===== src/sv/assert_macros.svh =====
// ----------------------------------------------------------------------------
// assert_macros.svh
// concurrent assertion helpers used by the framer rtl
// ----------------------------------------------------------------------------
`ifndef ASSERT_MACROS_SVH
`define ASSERT_MACROS_SVH

// same-cycle implication, checked outside reset
`define ASSERT_SAME(label, clk, rst_n, ante, cons) \
	label: assert property (@(posedge clk) disable iff (!rst_n) (ante) |-> (cons)) \
		else $error("assertion failed");

// next-cycle implication, checked outside reset
`define ASSERT_NEXT(label, clk, rst_n, ante, cons) \
	label: assert property (@(posedge clk) disable iff (!rst_n) (ante) |=> (cons)) \
		else $error("assertion failed");

`endif


===== src/sv/sbpf_pkg.sv =====
`timescale 1ns / 1ps
// ----------------------------------------------------------------------------
// sbpf_pkg
// opcodes, instruction codes and result kinds of the servo bus packet framer
// ----------------------------------------------------------------------------
package sbpf_pkg;

	// item opcodes
	localparam logic [2:0] OP_WRITE     = 3'd0;
	localparam logic [2:0] OP_READ      = 3'd1;
	localparam logic [2:0] OP_REG_WRITE = 3'd2;
	localparam logic [2:0] OP_ACTION    = 3'd3;
	localparam logic [2:0] OP_PING      = 3'd4;
	localparam logic [2:0] OP_RESET     = 3'd5;
	localparam logic [2:0] OP_RX        = 3'd6;
	// opcode the framer has no use for
	localparam logic [2:0] OP_UNUSED    = 3'd7;

	// instruction bytes on the bus
	localparam logic [7:0] INSTR_PING      = 8'h01;
	localparam logic [7:0] INSTR_READ      = 8'h02;
	localparam logic [7:0] INSTR_WRITE     = 8'h03;
	localparam logic [7:0] INSTR_REG_WRITE = 8'h04;
	localparam logic [7:0] INSTR_ACTION    = 8'h05;
	localparam logic [7:0] INSTR_RESET     = 8'h06;

	localparam logic [7:0] HEADER_BYTE = 8'hFF;
	localparam logic [7:0] ID_BCAST    = 8'hFE;

	// longest packet in bytes
	localparam int unsigned PKT_MAX = 9;

	// result kinds
	localparam logic [1:0] KIND_TX   = 2'd0;
	localparam logic [1:0] KIND_READ = 2'd1;
	localparam logic [1:0] KIND_PING = 2'd2;

	typedef enum logic [1:0] {
		MODE_NONE = 2'd0,
		MODE_READ = 2'd1,
		MODE_PING = 2'd2
	} reply_mode_t;

	typedef logic [7:0] byte_t;

endpackage


===== src/sv/sbpf_in_if.sv =====
`timescale 1ns / 1ps
// ----------------------------------------------------------------------------
// sbpf_in_if
// command and received-byte channel of the packet framer
// ----------------------------------------------------------------------------
interface sbpf_in_if;
	logic       valid;
	logic       ready;
	logic [2:0] opcode;
	logic [7:0] motor_id;
	logic [7:0] reg_addr;
	logic [1:0] param_count;
	logic [7:0] param_lo;
	logic [7:0] param_hi;
	logic [7:0] rx_data;

	modport source (
		output valid, opcode, motor_id, reg_addr, param_count, param_lo, param_hi, rx_data,
		input  ready
	);

	modport sink (
		input  valid, opcode, motor_id, reg_addr, param_count, param_lo, param_hi, rx_data,
		output ready
	);
endinterface


===== src/sv/sbpf_out_if.sv =====
`timescale 1ns / 1ps
// ----------------------------------------------------------------------------
// sbpf_out_if
// result channel of the packet framer: packet bytes and reply reports
// ----------------------------------------------------------------------------
interface sbpf_out_if;
	logic        valid;
	logic        ready;
	logic [1:0]  kind;
	logic [7:0]  tx_byte;
	logic        last;
	logic [7:0]  reply_id;
	logic [15:0] read_value;
	logic        read_ok;

	modport source (
		output valid, kind, tx_byte, last, reply_id, read_value, read_ok,
		input  ready
	);

	modport sink (
		input  valid, kind, tx_byte, last, reply_id, read_value, read_ok,
		output ready
	);
endinterface


===== src/sv/servo_bus_packet_framer.sv =====
`timescale 1ns / 1ps
// ----------------------------------------------------------------------------
// servo_bus_packet_framer
// frames instruction packets for a half-duplex servo bus and decodes replies
// ----------------------------------------------------------------------------
// usage
//   in_ch takes one item per handshake: a command (write, read, reg write,
//   action, ping, reset) or one byte received from the bus
//   a command produces its whole instruction packet on out_ch, one byte per
//   item, last marking the checksum byte; read and ping arm the reply decoder
//   received bytes are counted; the final reply byte produces one report item
//   (read or ping) with the reply id, and for a read the value and the checksum match flag
// timing
//   the first result of an accepted item is loaded into the work register and
//   then moves into the output register once out_ch can take it
//   a packet of 6 to 9 bytes holds the packet shift line until its last byte
//   moves out; the next item is taken in the cycle the last byte moves out,
//   so a steady command stream runs at one byte per cycle while out_ch is
//   ready; only commands and final reply bytes occupy the work register
// reset
//   clears the reply decoder (no reply armed), the shift line and out_ch
// stall
//   out_ch holds its item while ready is low; the shift line keeps the next
//   byte, and in_ch drops ready once the shift line is still busy
// ----------------------------------------------------------------------------
`include "assert_macros.svh"

module servo_bus_packet_framer
	import sbpf_pkg::*;
(
	input  logic       clk,
	input  logic       arst_n,
	sbpf_in_if.sink    in_ch,
	sbpf_out_if.source out_ch
);

	// reply decoder state
	reply_mode_t reply_mode_q;
	logic [3:0]  reply_index_q;
	logic [3:0]  reply_length_q;
	logic [7:0]  reply_sum_q;
	logic [7:0]  reply_id_seen_q;
	logic [7:0]  value_low_q;
	logic [7:0]  value_high_q;
	logic [1:0]  read_width_q;

	// work register: packet shift line or one reply report
	logic        busy_q;
	logic [1:0]  wk_kind_q;
	byte_t       wk_buf_q [PKT_MAX];
	logic [3:0]  wk_rem_q;
	logic [7:0]  wk_rid_q;
	logic [15:0] wk_val_q;
	logic        wk_ok_q;

	// output register
	logic        out_valid_q;
	logic [1:0]  out_kind_q;
	logic [7:0]  out_tx_q;
	logic        out_last_q;
	logic [7:0]  out_rid_q;
	logic [15:0] out_val_q;
	logic        out_ok_q;

	logic emit;
	logic emit_final;
	logic in_acc;
	logic is_cmd;

	// packet build
	byte_t      pkt [PKT_MAX];
	logic [3:0] pkt_len;
	logic [1:0] data_cnt;
	logic [1:0] rd_width;
	logic [7:0] pkt_sum;

	// reply decode
	logic       rx_act;
	logic       rx_done;
	logic [7:0] rx_chk;

	assign emit       = busy_q && (!out_valid_q || out_ch.ready);
	assign emit_final = emit && (wk_rem_q == 4'd1);
	assign in_ch.ready = !busy_q || emit_final;
	assign in_acc     = in_ch.valid && in_ch.ready;
	assign is_cmd     = (in_ch.opcode != OP_RX) && (in_ch.opcode != OP_UNUSED);

	// saturate data count and read width into the legal range
	assign data_cnt = (in_ch.param_count == 2'd3) ? 2'd2 : in_ch.param_count;
	assign rd_width = (in_ch.param_count == 2'd0) ? 2'd1 : data_cnt;

	always_comb begin
		for (int i = 0; i < PKT_MAX; i++) begin
			pkt[i] = '0;
		end
		pkt[0]  = HEADER_BYTE;
		pkt[1]  = HEADER_BYTE;
		pkt[2]  = in_ch.motor_id;
		pkt_len = 4'd6;
		case (in_ch.opcode)
			OP_WRITE, OP_REG_WRITE: begin
				pkt[3]  = 8'd3 + {6'd0, data_cnt};
				pkt[4]  = (in_ch.opcode == OP_WRITE) ? INSTR_WRITE : INSTR_REG_WRITE;
				pkt[5]  = in_ch.reg_addr;
				pkt[6]  = in_ch.param_lo;
				pkt[7]  = in_ch.param_hi;
				pkt_len = 4'd7 + {2'd0, data_cnt};
			end
			OP_READ: begin
				pkt[3]  = 8'd4;
				pkt[4]  = INSTR_READ;
				pkt[5]  = in_ch.reg_addr;
				pkt[6]  = {6'd0, rd_width};
				pkt_len = 4'd8;
			end
			OP_ACTION: begin
				pkt[3] = 8'd2;
				pkt[4] = INSTR_ACTION;
			end
			OP_PING: begin
				pkt[3] = 8'd2;
				pkt[4] = INSTR_PING;
			end
			OP_RESET: begin
				pkt[3] = 8'd2;
				pkt[4] = INSTR_RESET;
			end
			default: begin
				pkt[3] = 8'd0;
			end
		endcase
		// id through the last parameter byte
		pkt_sum = pkt[2] + pkt[3] + pkt[4]
			+ ((pkt_len >= 4'd7) ? pkt[5] : 8'd0)
			+ ((pkt_len >= 4'd8) ? pkt[6] : 8'd0)
			+ ((pkt_len >= 4'd9) ? pkt[7] : 8'd0);
		// checksum overwrites the slot after the last counted byte
		for (int i = 5; i < PKT_MAX; i++) begin
			if (pkt_len == 4'(i + 1)) begin
				pkt[i] = ~pkt_sum;
			end
		end
	end

	assign rx_act  = (in_ch.opcode == OP_RX) && (reply_mode_q != MODE_NONE);
	assign rx_done = rx_act && (({1'b0, reply_index_q} + 5'd1) >= {1'b0, reply_length_q});
	assign rx_chk  = ~reply_sum_q;

	// reply decoder
	always_ff @(posedge clk or negedge arst_n) begin
		if (!arst_n) begin
			reply_mode_q    <= MODE_NONE;
			reply_index_q   <= '0;
			reply_length_q  <= '0;
			reply_sum_q     <= '0;
			reply_id_seen_q <= '0;
			value_low_q     <= '0;
			value_high_q    <= '0;
			read_width_q    <= 2'd1;
		end else if (in_acc) begin
			if (is_cmd) begin
				// any command cancels a pending reply
				reply_index_q <= '0;
				reply_sum_q   <= '0;
				if (in_ch.opcode == OP_READ) begin
					reply_mode_q   <= MODE_READ;
					reply_length_q <= 4'd6 + {2'd0, rd_width};
					read_width_q   <= rd_width;
					value_low_q    <= '0;
					value_high_q   <= '0;
				end else if (in_ch.opcode == OP_PING) begin
					reply_mode_q   <= MODE_PING;
					reply_length_q <= 4'd6;
				end else begin
					reply_mode_q   <= MODE_NONE;
				end
			end else if (rx_act) begin
				if (reply_index_q == 4'd2) begin
					reply_id_seen_q <= in_ch.rx_data;
				end
				if (reply_mode_q == MODE_READ && reply_index_q == 4'd5) begin
					value_low_q <= in_ch.rx_data;
				end
				if (reply_mode_q == MODE_READ && reply_index_q == 4'd6
						&& read_width_q == 2'd2) begin
					value_high_q <= in_ch.rx_data;
				end
				if (rx_done) begin
					reply_mode_q  <= MODE_NONE;
					reply_index_q <= '0;
					reply_sum_q   <= '0;
				end else begin
					if (reply_index_q >= 4'd2) begin
						reply_sum_q <= reply_sum_q + in_ch.rx_data;
					end
					reply_index_q <= reply_index_q + 4'd1;
				end
			end
		end
	end

	// work register control
	always_ff @(posedge clk or negedge arst_n) begin
		if (!arst_n) begin
			busy_q    <= 1'b0;
			wk_kind_q <= KIND_TX;
			wk_rem_q  <= '0;
		end else if (in_acc) begin
			busy_q <= is_cmd || rx_done;
			if (rx_done) begin
				wk_kind_q <= (reply_mode_q == MODE_READ) ? KIND_READ : KIND_PING;
				wk_rem_q  <= 4'd1;
			end else begin
				wk_kind_q <= KIND_TX;
				wk_rem_q  <= pkt_len;
			end
		end else if (emit) begin
			wk_rem_q <= wk_rem_q - 4'd1;
			if (emit_final) begin
				busy_q <= 1'b0;
			end
		end
	end

	// work register payload: load a packet or a report, shift one byte per emit
	always_ff @(posedge clk) begin
		if (in_acc) begin
			if (rx_done) begin
				for (int i = 0; i < PKT_MAX; i++) begin
					wk_buf_q[i] <= '0;
				end
				wk_rid_q <= reply_id_seen_q;
				if (reply_mode_q == MODE_READ) begin
					wk_val_q <= {(read_width_q == 2'd2) ? value_high_q : 8'd0, value_low_q};
					wk_ok_q  <= (rx_chk == in_ch.rx_data);
				end else begin
					wk_val_q <= '0;
					wk_ok_q  <= 1'b0;
				end
			end else begin
				wk_buf_q <= pkt;
				wk_rid_q <= '0;
				wk_val_q <= '0;
				wk_ok_q  <= 1'b0;
			end
		end else if (emit) begin
			for (int i = 0; i < PKT_MAX - 1; i++) begin
				wk_buf_q[i] <= wk_buf_q[i + 1];
			end
			wk_buf_q[PKT_MAX - 1] <= '0;
		end
	end

	// output register
	always_ff @(posedge clk or negedge arst_n) begin
		if (!arst_n) begin
			out_valid_q <= 1'b0;
		end else if (emit) begin
			out_valid_q <= 1'b1;
		end else if (out_ch.ready) begin
			out_valid_q <= 1'b0;
		end
	end

	always_ff @(posedge clk) begin
		if (emit) begin
			out_kind_q <= wk_kind_q;
			out_tx_q   <= (wk_kind_q == KIND_TX) ? wk_buf_q[0] : 8'd0;
			out_last_q <= (wk_kind_q == KIND_TX) && (wk_rem_q == 4'd1);
			out_rid_q  <= wk_rid_q;
			out_val_q  <= wk_val_q;
			out_ok_q   <= wk_ok_q;
		end
	end

	assign out_ch.valid      = out_valid_q;
	assign out_ch.kind       = out_kind_q;
	assign out_ch.tx_byte    = out_tx_q;
	assign out_ch.last       = out_last_q;
	assign out_ch.reply_id   = out_rid_q;
	assign out_ch.read_value = out_val_q;
	assign out_ch.read_ok    = out_ok_q;

	// a report occupies the work register for exactly one emit
	`ASSERT_SAME(a_report_single, clk, arst_n, busy_q && wk_kind_q != KIND_TX, wk_rem_q == 4'd1)
	// an accepted command always leaves a packet in the work register
	`ASSERT_NEXT(a_cmd_loads, clk, arst_n, in_acc && is_cmd, busy_q && wk_kind_q == KIND_TX)
	// reports never carry packet bytes
	`ASSERT_SAME(a_report_clean, clk, arst_n, out_valid_q && out_kind_q != KIND_TX, !out_last_q && out_tx_q == 8'd0)
	// an idle decoder holds no partial count or sum
	`ASSERT_SAME(a_idle_decoder, clk, arst_n, reply_mode_q == MODE_NONE, reply_index_q == 4'd0 && reply_sum_q == 8'd0)

endmodule


===== src/flat_wrapper.sv =====
// flat-port wrapper written by rule: the top's interface ports become plain ports
module servo_bus_packet_framer_flat import sbpf_pkg::*;
  (clk, arst_n, in_ch_valid, in_ch_opcode, in_ch_motor_id, in_ch_reg_addr, in_ch_param_count, in_ch_param_lo, in_ch_param_hi, in_ch_rx_data, in_ch_ready, out_ch_valid, out_ch_kind, out_ch_tx_byte, out_ch_last, out_ch_reply_id, out_ch_read_value, out_ch_read_ok, out_ch_ready);
  sbpf_in_if in_ch_i ();
  sbpf_out_if out_ch_i ();
  input  logic clk;
  input  logic arst_n;
  input wire logic [$bits(in_ch_i.valid)-1:0] in_ch_valid;
  input wire logic [$bits(in_ch_i.opcode)-1:0] in_ch_opcode;
  input wire logic [$bits(in_ch_i.motor_id)-1:0] in_ch_motor_id;
  input wire logic [$bits(in_ch_i.reg_addr)-1:0] in_ch_reg_addr;
  input wire logic [$bits(in_ch_i.param_count)-1:0] in_ch_param_count;
  input wire logic [$bits(in_ch_i.param_lo)-1:0] in_ch_param_lo;
  input wire logic [$bits(in_ch_i.param_hi)-1:0] in_ch_param_hi;
  input wire logic [$bits(in_ch_i.rx_data)-1:0] in_ch_rx_data;
  output wire logic [$bits(in_ch_i.ready)-1:0] in_ch_ready;
  output wire logic [$bits(out_ch_i.valid)-1:0] out_ch_valid;
  output wire logic [$bits(out_ch_i.kind)-1:0] out_ch_kind;
  output wire logic [$bits(out_ch_i.tx_byte)-1:0] out_ch_tx_byte;
  output wire logic [$bits(out_ch_i.last)-1:0] out_ch_last;
  output wire logic [$bits(out_ch_i.reply_id)-1:0] out_ch_reply_id;
  output wire logic [$bits(out_ch_i.read_value)-1:0] out_ch_read_value;
  output wire logic [$bits(out_ch_i.read_ok)-1:0] out_ch_read_ok;
  input wire logic [$bits(out_ch_i.ready)-1:0] out_ch_ready;
  assign in_ch_i.valid = in_ch_valid;
  assign in_ch_i.opcode = in_ch_opcode;
  assign in_ch_i.motor_id = in_ch_motor_id;
  assign in_ch_i.reg_addr = in_ch_reg_addr;
  assign in_ch_i.param_count = in_ch_param_count;
  assign in_ch_i.param_lo = in_ch_param_lo;
  assign in_ch_i.param_hi = in_ch_param_hi;
  assign in_ch_i.rx_data = in_ch_rx_data;
  assign in_ch_ready = in_ch_i.ready;
  assign out_ch_valid = out_ch_i.valid;
  assign out_ch_kind = out_ch_i.kind;
  assign out_ch_tx_byte = out_ch_i.tx_byte;
  assign out_ch_last = out_ch_i.last;
  assign out_ch_reply_id = out_ch_i.reply_id;
  assign out_ch_read_value = out_ch_i.read_value;
  assign out_ch_read_ok = out_ch_i.read_ok;
  assign out_ch_i.ready = out_ch_ready;
  servo_bus_packet_framer u_core (.clk(clk), .arst_n(arst_n), .in_ch(in_ch_i), .out_ch(out_ch_i));
endmodule

===== config.mk =====
export PLATFORM = sky130hd
export DESIGN_NAME = servo_bus_packet_framer_flat
export DESIGN_NICKNAME = d
export VERILOG_FILES = /design/src/sv/sbpf_pkg.sv /design/src/sv/sbpf_in_if.sv /design/src/sv/sbpf_out_if.sv /design/src/sv/servo_bus_packet_framer.sv /design/src/flat_wrapper.sv
export VERILOG_INCLUDE_DIRS = /design/src /design/src/sv
export SDC_FILE = /design/constraint.sdc
export NUM_CORES = 1
export LEC_CHECK = 0
export BUFFER_PORTS_ARGS = -buffer_cell sky130_fd_sc_hd__buf_2
export CORE_AREA = 4 4 135 137
export DETAILED_ROUTE_END_ITERATION = 6
export DIE_AREA = 0 0 139 141
export PLACE_DENSITY = 0.74
export SYNTH_ARGS = -nofsm -noshare
export SYNTH_HDL_FRONTEND = slang
export SYNTH_SLANG_ARGS = --single-unit

===== constraint.sdc =====
create_clock -name clk -period 3.5 [get_ports clk]
set_clock_uncertainty 0.15 [all_clocks]
set_input_delay 1.05 -clock clk [delete_from_list [all_inputs] [get_ports clk]]
set_output_delay 1.05 -clock clk [all_outputs]
set_load 0.05 [all_outputs]

==> summary.md, run 1 <==
| Metric | Value |
|---|---|
| Critical Path Fanout Max | 5 |
| WL/cell | 17.78 um |
| Largest net degree at the start of global routing | 54 |
| Hold Path Class | flip-flop to flip-flop |
| R2R cell count | 8 |
| Final Worst Setup Slack | -1.004 ns |
| First-pass GRT wire length | 32780 um |
| Worst Path Arrival | 4.54 ns |
| Placed insts | 1062 |
| Final HPWL DP | 14170 um |
| Least-Margin Pin Slew | 0.8886 ns |
| Req. time, crit path | 3.54 ns |
| Initial Utilization | 52.98% |
| Total global routing track utilization | 21.01% |
| Post-synth top flop | edfxtp_1 |
| Core area | 0.01706 mm2 |
| Htree depth | 4 |
| Critical path buffers and inverters | 6 |
| Syn_area_per_cell | 12.82 um2 |
| Sequential-to-total area share from yosys stat | 58.34% |
| Max incr delay on CP | 0.52 ns |
| Number of synthesized flops with an enable pin | 133 |
| R2r startpoint | u_core.wk_rem_q[1]$_DFFE_PN0P_ |
| Final GP Congestion | 0.9269 |
| Sw Ratio | 32.45% |
| Startpoint Class | primary input |
| Worst path cell trace | buf_12 > clkinv_8 > nand2_4 > nor2_4 > buf_6 > nand2_4 > fa_1 > inv_2 > fa_1 > inv_2 > fa_1 > inv_2 > ha_4 > a21o_1 > a21oi_2 > o21ai_2 > xnor2_2 > mux2_4 > a22o_1 |
| Violated checks | setup timing |
| Worst hold path depth | 0 |
| Die footprint | 0.01960 mm2 |
| Synth warnings | 0 |
| Comb power frac | 31.3% |
| FMAX | 222.0 MHz |
| Post-DRT Antenna Nets | 0 |
| FP Rows | 48 |
| Power Internal | 5178 uW |
| Hold_buf cts | 0 |
| Status | complete, but fails checks |
| CTS sink cnt | 184 |
| Final setup violation count | 25 |
| Cells after Synth | 705 |
| Critical Path End Type | flip-flop |
| Layout cell share with drive strength beyond 1 | 34.55% |
| Initial DRC count | 518 |
| Clock power frac | 25.0% |
| Number of max-cap violations | 0 |
| Final non-filler cell total | 1105 |
| R2R Setup Slk | 0.51 ns |
| Final worst-path cycle share | 128.7% |
| CTS tree | built |
| Antenna Cells | 0 |
| Asr flop ratio synth | 27.72% |
| Post-synthesis register bit count | 184 |
| Routed vias/inst | 5.480 |
| Post-synth cell types | 66 |
| Critical path's slowest cell | fa_1 |
| Num ports | 87 |
| Vert. Die Dim | 141 um |
| Synthesis-to-layout area growth | 23.22% |
| CTS root buf | clkbuf_16 |
| Initial antenna violation count | 0 |
| Dpl ws | -1.525 ns |
| Synthesized Nets | 800 |
| Fill count | 1280 |
| Port-buffer cells | 86 |
| Synthesized cell area | 0.009036 mm2 |
| First-pass DRT Iterations | 6 |
| Leading cell type in the layout, fill and taps excluded | edfxtp_1 |
| Remaining DRCs | 0 |
| Final Net Count | 962 |
| CP delay by family, top | adder cells |
| GRT overflow | 0 |
| Vias | 6055 |
| Final instance area | 0.01113 mm2 |
| Pwr Density | 688.4 mW/mm2 |
| Worst setup path class | primary input to flip-flop |
| R2r endpoint | u_core.wk_buf_q[63]$_DFFE_PP_ |
| Commonest cells after routing, fill and taps aside | edfxtp_1, buf_2, buf_4 |
| Drt total wl | 19650 um |
| Die span in x | 139 um |
| Clock Pin Slew Worst Setup and Hold Paths | 0.06 ns |
| Relative slew margins | 40.21% |
| Switching pwr | 2487 uW |
| Slew Limit Fails | 0 |
| Hold Slack | 0.2695 ns |
| Vias in the first global route | 6310 |
| Placed Area | 0.01024 mm2 |
| Cts bufs inserted | 17 |
| Minimum clock period | 4.504 ns |
| Final Hold Vio Count | 0 |
| Clock Latency Late Sink | 0.43 ns |
| Unrepaired setup endpoints after global routing | yes |
| Leakage | 0.004878 uW |
| Hold_sp | u_core.wk_val_q[11]$_SDFFCE_PN0P_ |
| Reg power frac | 43.6% |
| Maximum VDD drop | 0.4599 mV |
| Worst hold endpoint | u_core.out_ch.read_value[11]$_DFFE_PP_ |
| Deepest clock path buffer count | 2 |
[cell type report]
type                       count  area, um2  area share (%)
sequential                   184       5271           47.34
clock buffer                  20      446.7           4.012
multi-input combinational    450       3667           32.94
tap                          225      281.5           2.528
clock inverter                12      143.9           1.292
timing repair buffer         172       1152           10.35
inverter                      42      171.4           1.539
[state kept, by name (all words and copies together), names as in the netlist, 2 cells and up]
signal,cells
u_core.wk_buf_q,72
u_core.out_ch.read_value,16
u_core.wk_val_q,16
u_core.out_ch.reply_id,8
u_core.out_ch.tx_byte,8
u_core.reply_id_seen_q,8
u_core.reply_sum_q,8
u_core.value_high_q,8
u_core.value_low_q,8
u_core.wk_rid_q,8
u_core.reply_index_q,4
u_core.wk_rem_q,4
u_core.reply_length_q,3
u_core.out_ch.kind,2
u_core.read_width_q,2
u_core.reply_mode_q,2
u_core.wk_kind_q,2
[layer usage]
layer  GRT usage (%)  part of all wire [%]
met4           7.570                   1.7
met3           4.579                   5.4
met5               0                     0
met1           28.57                    44
met2           33.70                    49
[worst max-delay path by stage]
stage | cells after the start | start | to
floorplan | 15 | in_ch_param_count[1] | u_core.wk_buf_q[30]$_DFFE_PP_
global placement | 15 | in_ch_opcode[0] | u_core.wk_buf_q[14]$_DFFE_PP_
detailed placement | 17 | in_ch_opcode[0] | u_core.wk_buf_q[14]$_DFFE_PP_
CTS | 19 | in_ch_opcode[2] | u_core.wk_buf_q[31]$_DFFE_PP_
global route | 16 | in_ch_param_count[1] | u_core.wk_buf_q[14]$_DFFE_PP_
finish | 19 | in_ch_opcode[2] | u_core.wk_buf_q[31]$_DFFE_PP_
[power groups by stage]
stage               Combinational, uW  Clock, uW  Sequential (uW)
floorplan                        1290          0             3660
global placement                 2100          0             3360
detailed placement               2170          0             3390
CTS                              2330       1940             3350
global route                     2620       2050             3400
finish                           2400       1920             3350
[cell usage after synthesis, types with 3 or more instances]
master,count,area (um2)
a21o_1,9,67.56
a21oi_1,20,100.1
a22o_1,18,157.7
a31oi_1,10,62.56
and2_1,27,168.9
and3_1,36,225.2
buf_2,11,55.05
buf_4,3,22.52
buf_6,4,45.04
clkbuf_1,11,41.29
dfrtp_1,50,1251
edfxtp_1,133,3994
fa_1,21,420.4
ha_1,25,312.8
inv_1,41,153.9
mux2_2,32,360.4
nand2_1,66,247.7
nand2b_1,5,31.28
nand3_1,5,25.02
nand4_1,3,18.77
nor2_1,38,142.6
nor2_4,4,45.04
nor2b_1,9,56.30
nor3_1,3,15.01
o21a_1,16,120.1
o21ai_0,21,105.1
o21ai_1,8,40.04
o21bai_1,6,45.04
o31ai_1,9,67.56
o32ai_1,3,26.28
xnor2_1,13,113.9
xor2_1,7,61.31
[cells by family (layout without fill, tap and decap cells)]
| family | after synthesis | in the layout | synth area share [%] |
|---|---|---|---|
| adders and majority gates | 46 | 46 | 8.114 |
| buffers and inverters | 71 | 246 | 3.572 |
| xor gates and xnor gates | 21 | 21 | 2.119 |
| DFF | 184 | 184 | 58.34 |
| AOI/OAI and AO/OA | 138 | 138 | 11.01 |
| muxes | 32 | 32 | 3.988 |
| and+or+nand+nor | 213 | 213 | 12.86 |
[per-stage QoR]
stage               power, uW  utilization, %  setup TNS [ns]
detailed placement       5554           60.04          -31.83
CTS                      7617           64.74          -15.58
global placement         5455           60.04          -30.17
global route             8079           65.28          -19.90
finish                   7665           65.28          -17.48
floorplan                4954               -          -27.90
[what timing repair did]
action | in CTS | in global routing
gates resized for setup | 41 | 21
buffers inserted | 8 | 4
endpoints found under the setup margin | 26 | 26
pin swaps | 37 | 17
(Power assumes the default switching activity.)
==> inputs of run 2 (changes only) <==
CORE_AREA = 5 5 136 138   (was 4 4 135 137)
DIE_AREA = 0 0 141 143   (was 0 0 139 141)
SETUP_SLACK_MARGIN = 0.05   (was unset)
==> summary.md, run 2 (same netlist as run 1, synthesis figures left out) <==
| Metric | Value |
|---|---|
| Final Worst Setup Slack | -0.9974 ns |
| Final Net Count | 952 |
| Unrepaired setup endpoints after global routing | yes |
| Final worst-path cycle share | 128.5% |
| Final HPWL DP | 13540 um |
| CTS tree | built |
| Worst path cell trace | buf_8 > or2_4 > o21ai_4 > inv_2 > fa_1 > fa_1 > fa_1 > ha_4 > fa_2 > a21o_1 > a21oi_2 > xnor2_2 > o21ai_1 > a22o_1 |
| Vert. Die Dim | 143 um |
| Relative slew margins | 43.19% |
| Final non-filler cell total | 1096 |
| CP delay by family, top | adder cells |
| Layout cell share with drive strength beyond 1 | 32.76% |
| Overall power | 7572 uW |
| Clock Pin Slew Worst Setup and Hold Paths | 0.06 ns |
| Core area | 0.01706 mm2 |
| Deepest clock path buffer count | 2 |
| First-pass GRT wire length | 31600 um |
| Final setup violation count | 24 |
| Pwr Density | 684.3 mW/mm2 |
| Num ports | 87 |
| Critical path buffers and inverters | 2 |
| Number of max-cap violations | 0 |
| Final core occ | 64.87% |
| Vias | 6049 |
| CTS root buf | clkbuf_16 |
| Violated checks | setup timing |
| Minimum clock period | 4.497 ns |
| CTS sink cnt | 184 |
| Vias in the first global route | 6262 |
| Maximum VDD drop | 0.4172 mV |
| WL/cell | 17.57 um |
| Placed insts | 1054 |
| Htree depth | 4 |
| R2R cell count | 9 |
| Placed Area | 0.01019 mm2 |
| Startpoint Class | primary input |
| Least-Margin Pin Slew | 0.8444 ns |
| Biggest register | u_core.wk_buf_q |
| Worst hold endpoint | u_core.out_ch.read_value[13]$_DFFE_PP_ |
| Worst Path Arrival | 4.54 ns |
| Drt total wl | 19260 um |
| Leading cell type in the layout, fill and taps excluded | edfxtp_1 |
| Status | complete, but fails checks |
| Critical path's slowest cell | fa_1 |
| Initial Utilization | 52.98% |
| GRT overflow | 0 |
| Largest net degree at the start of global routing | 77 |
| Critical Path End Type | flip-flop |
| Clock Latency Late Sink | 0.44 ns |
| Max FFs per register | 72 |
| Leakage | 0.004827 uW |
| Commonest cells after routing, fill and taps aside | edfxtp_1, buf_2, buf_4 |
| Max incr delay on CP | 0.54 ns |
| Total global routing track utilization | 19.98% |
| Crit path top cell by count | fa_1 |
| Hold Path Class | flip-flop to flip-flop |
| Final instance area | 0.01106 mm2 |
| Cts bufs inserted | 17 |
| First-pass DRT Iterations | 5 |
| Dpl ws | -1.529 ns |
| Final GP Congestion | 0.8679 |
| Remaining DRCs | 0 |
| Post-DRT Antenna Nets | 0 |
| Die footprint | 0.02016 mm2 |
| Worst setup path class | primary input to flip-flop |
| Initial DRC count | 471 |
| Port-buffer cells | 86 |
| Synthesis-to-layout area growth | 22.45% |
| Initial antenna violation count | 1 |
| Worst hold path depth | 0 |
| Req. time, crit path | 3.54 ns |
| Slew Limit Fails | 0 |
| Fill count | 1281 |
| R2r endpoint | u_core.wk_buf_q[57]$_DFFE_PP_ |
| R2R Setup Slk | 0.66 ns |
| Final Hold Vio Count | 0 |
| Critical Path Fanout Max | 4 |
| FP Rows | 48 |
| Die span in x | 141 um |
| R2r startpoint | u_core.reply_index_q[0]$_DFFE_PN0P_ |
| Routed vias/inst | 5.519 |
| Hold_sp | u_core.wk_val_q[13]$_SDFFCE_PN0P_ |
| FMAX | 222.4 MHz |
==> run 2: final cells by class <==
class	instances	area, um2	area share [%]
sequential	184	5271	47.64
multi-input combinational	450	3665	33.12
timing repair buffer	162	1092	9.872
clock buffer	18	429.2	3.879
tap	225	281.5	2.544
inverter	42	171.4	1.549
clock inverter	14	151.4	1.368
antenna	1	2.502	0.02262
==> run 2: through the flow <==
step | hold WS, ns | TNS [ns]
2_1_floorplan | 0.2503 | -27.90
3_3_place_gp | 0.2543 | -31.43
3_5_place_dp | 0.2545 | -33.23
4_1_cts | 0.2698 | -15.74
5_1_grt | 0.2770 | -20.03
6_report | 0.2689 | -16.94
==> run 2: how the worst max path moves through the flow <==
stage,from,end,cells past startpoint
floorplan,in_ch_param_count[1],u_core.wk_buf_q[30]$_DFFE_PP_,15
global placement,in_ch_opcode[0],u_core.wk_buf_q[14]$_DFFE_PP_,15
detailed placement,in_ch_opcode[0],u_core.wk_buf_q[14]$_DFFE_PP_,15
CTS,in_ch_opcode[2],u_core.wk_buf_q[14]$_DFFE_PP_,19
global route,in_ch_opcode[2],u_core.wk_buf_q[14]$_DFFE_PP_,19
finish,in_ch_param_count[1],u_core.wk_buf_q[30]$_DFFE_PP_,14
==> run 2: what timing repair did <==
action                                  in CTS  in global routing
pin swaps                                   37                 23
endpoints found under the setup margin      28                 27
hold buffers                                 0                  0
setup buffers                                7                  3
resized for setup                           35                 21
==> run 2: power breakdown <==
| part | total, uW | leakage [uW] | switching, uW | internal [uW] |
|---|---|---|---|---|
| combinational | 2360 | 0.00257 | 1440 | 917 |
| sequential | 3340 | 0.00197 | 202 | 3140 |
| clock | 1870 | 0.000282 | 819 | 1060 |
| total | 7570 | 0.00483 | 2460 | 5110 |
==> run 2: routing by layer <==
| metal | up-vias | GRT usage [%] | wire length [um] |
|---|---|---|---|
| li1 | 2846 | - | - |
| met1 | 2964 | 26.66 | 8213 |
| met2 | 199 | 32.06 | 9454 |
| met3 | 40 | 4.823 | 1218 |
| met4 | 0 | 7.598 | 372 |
| met5 | - | 0 | 0 |
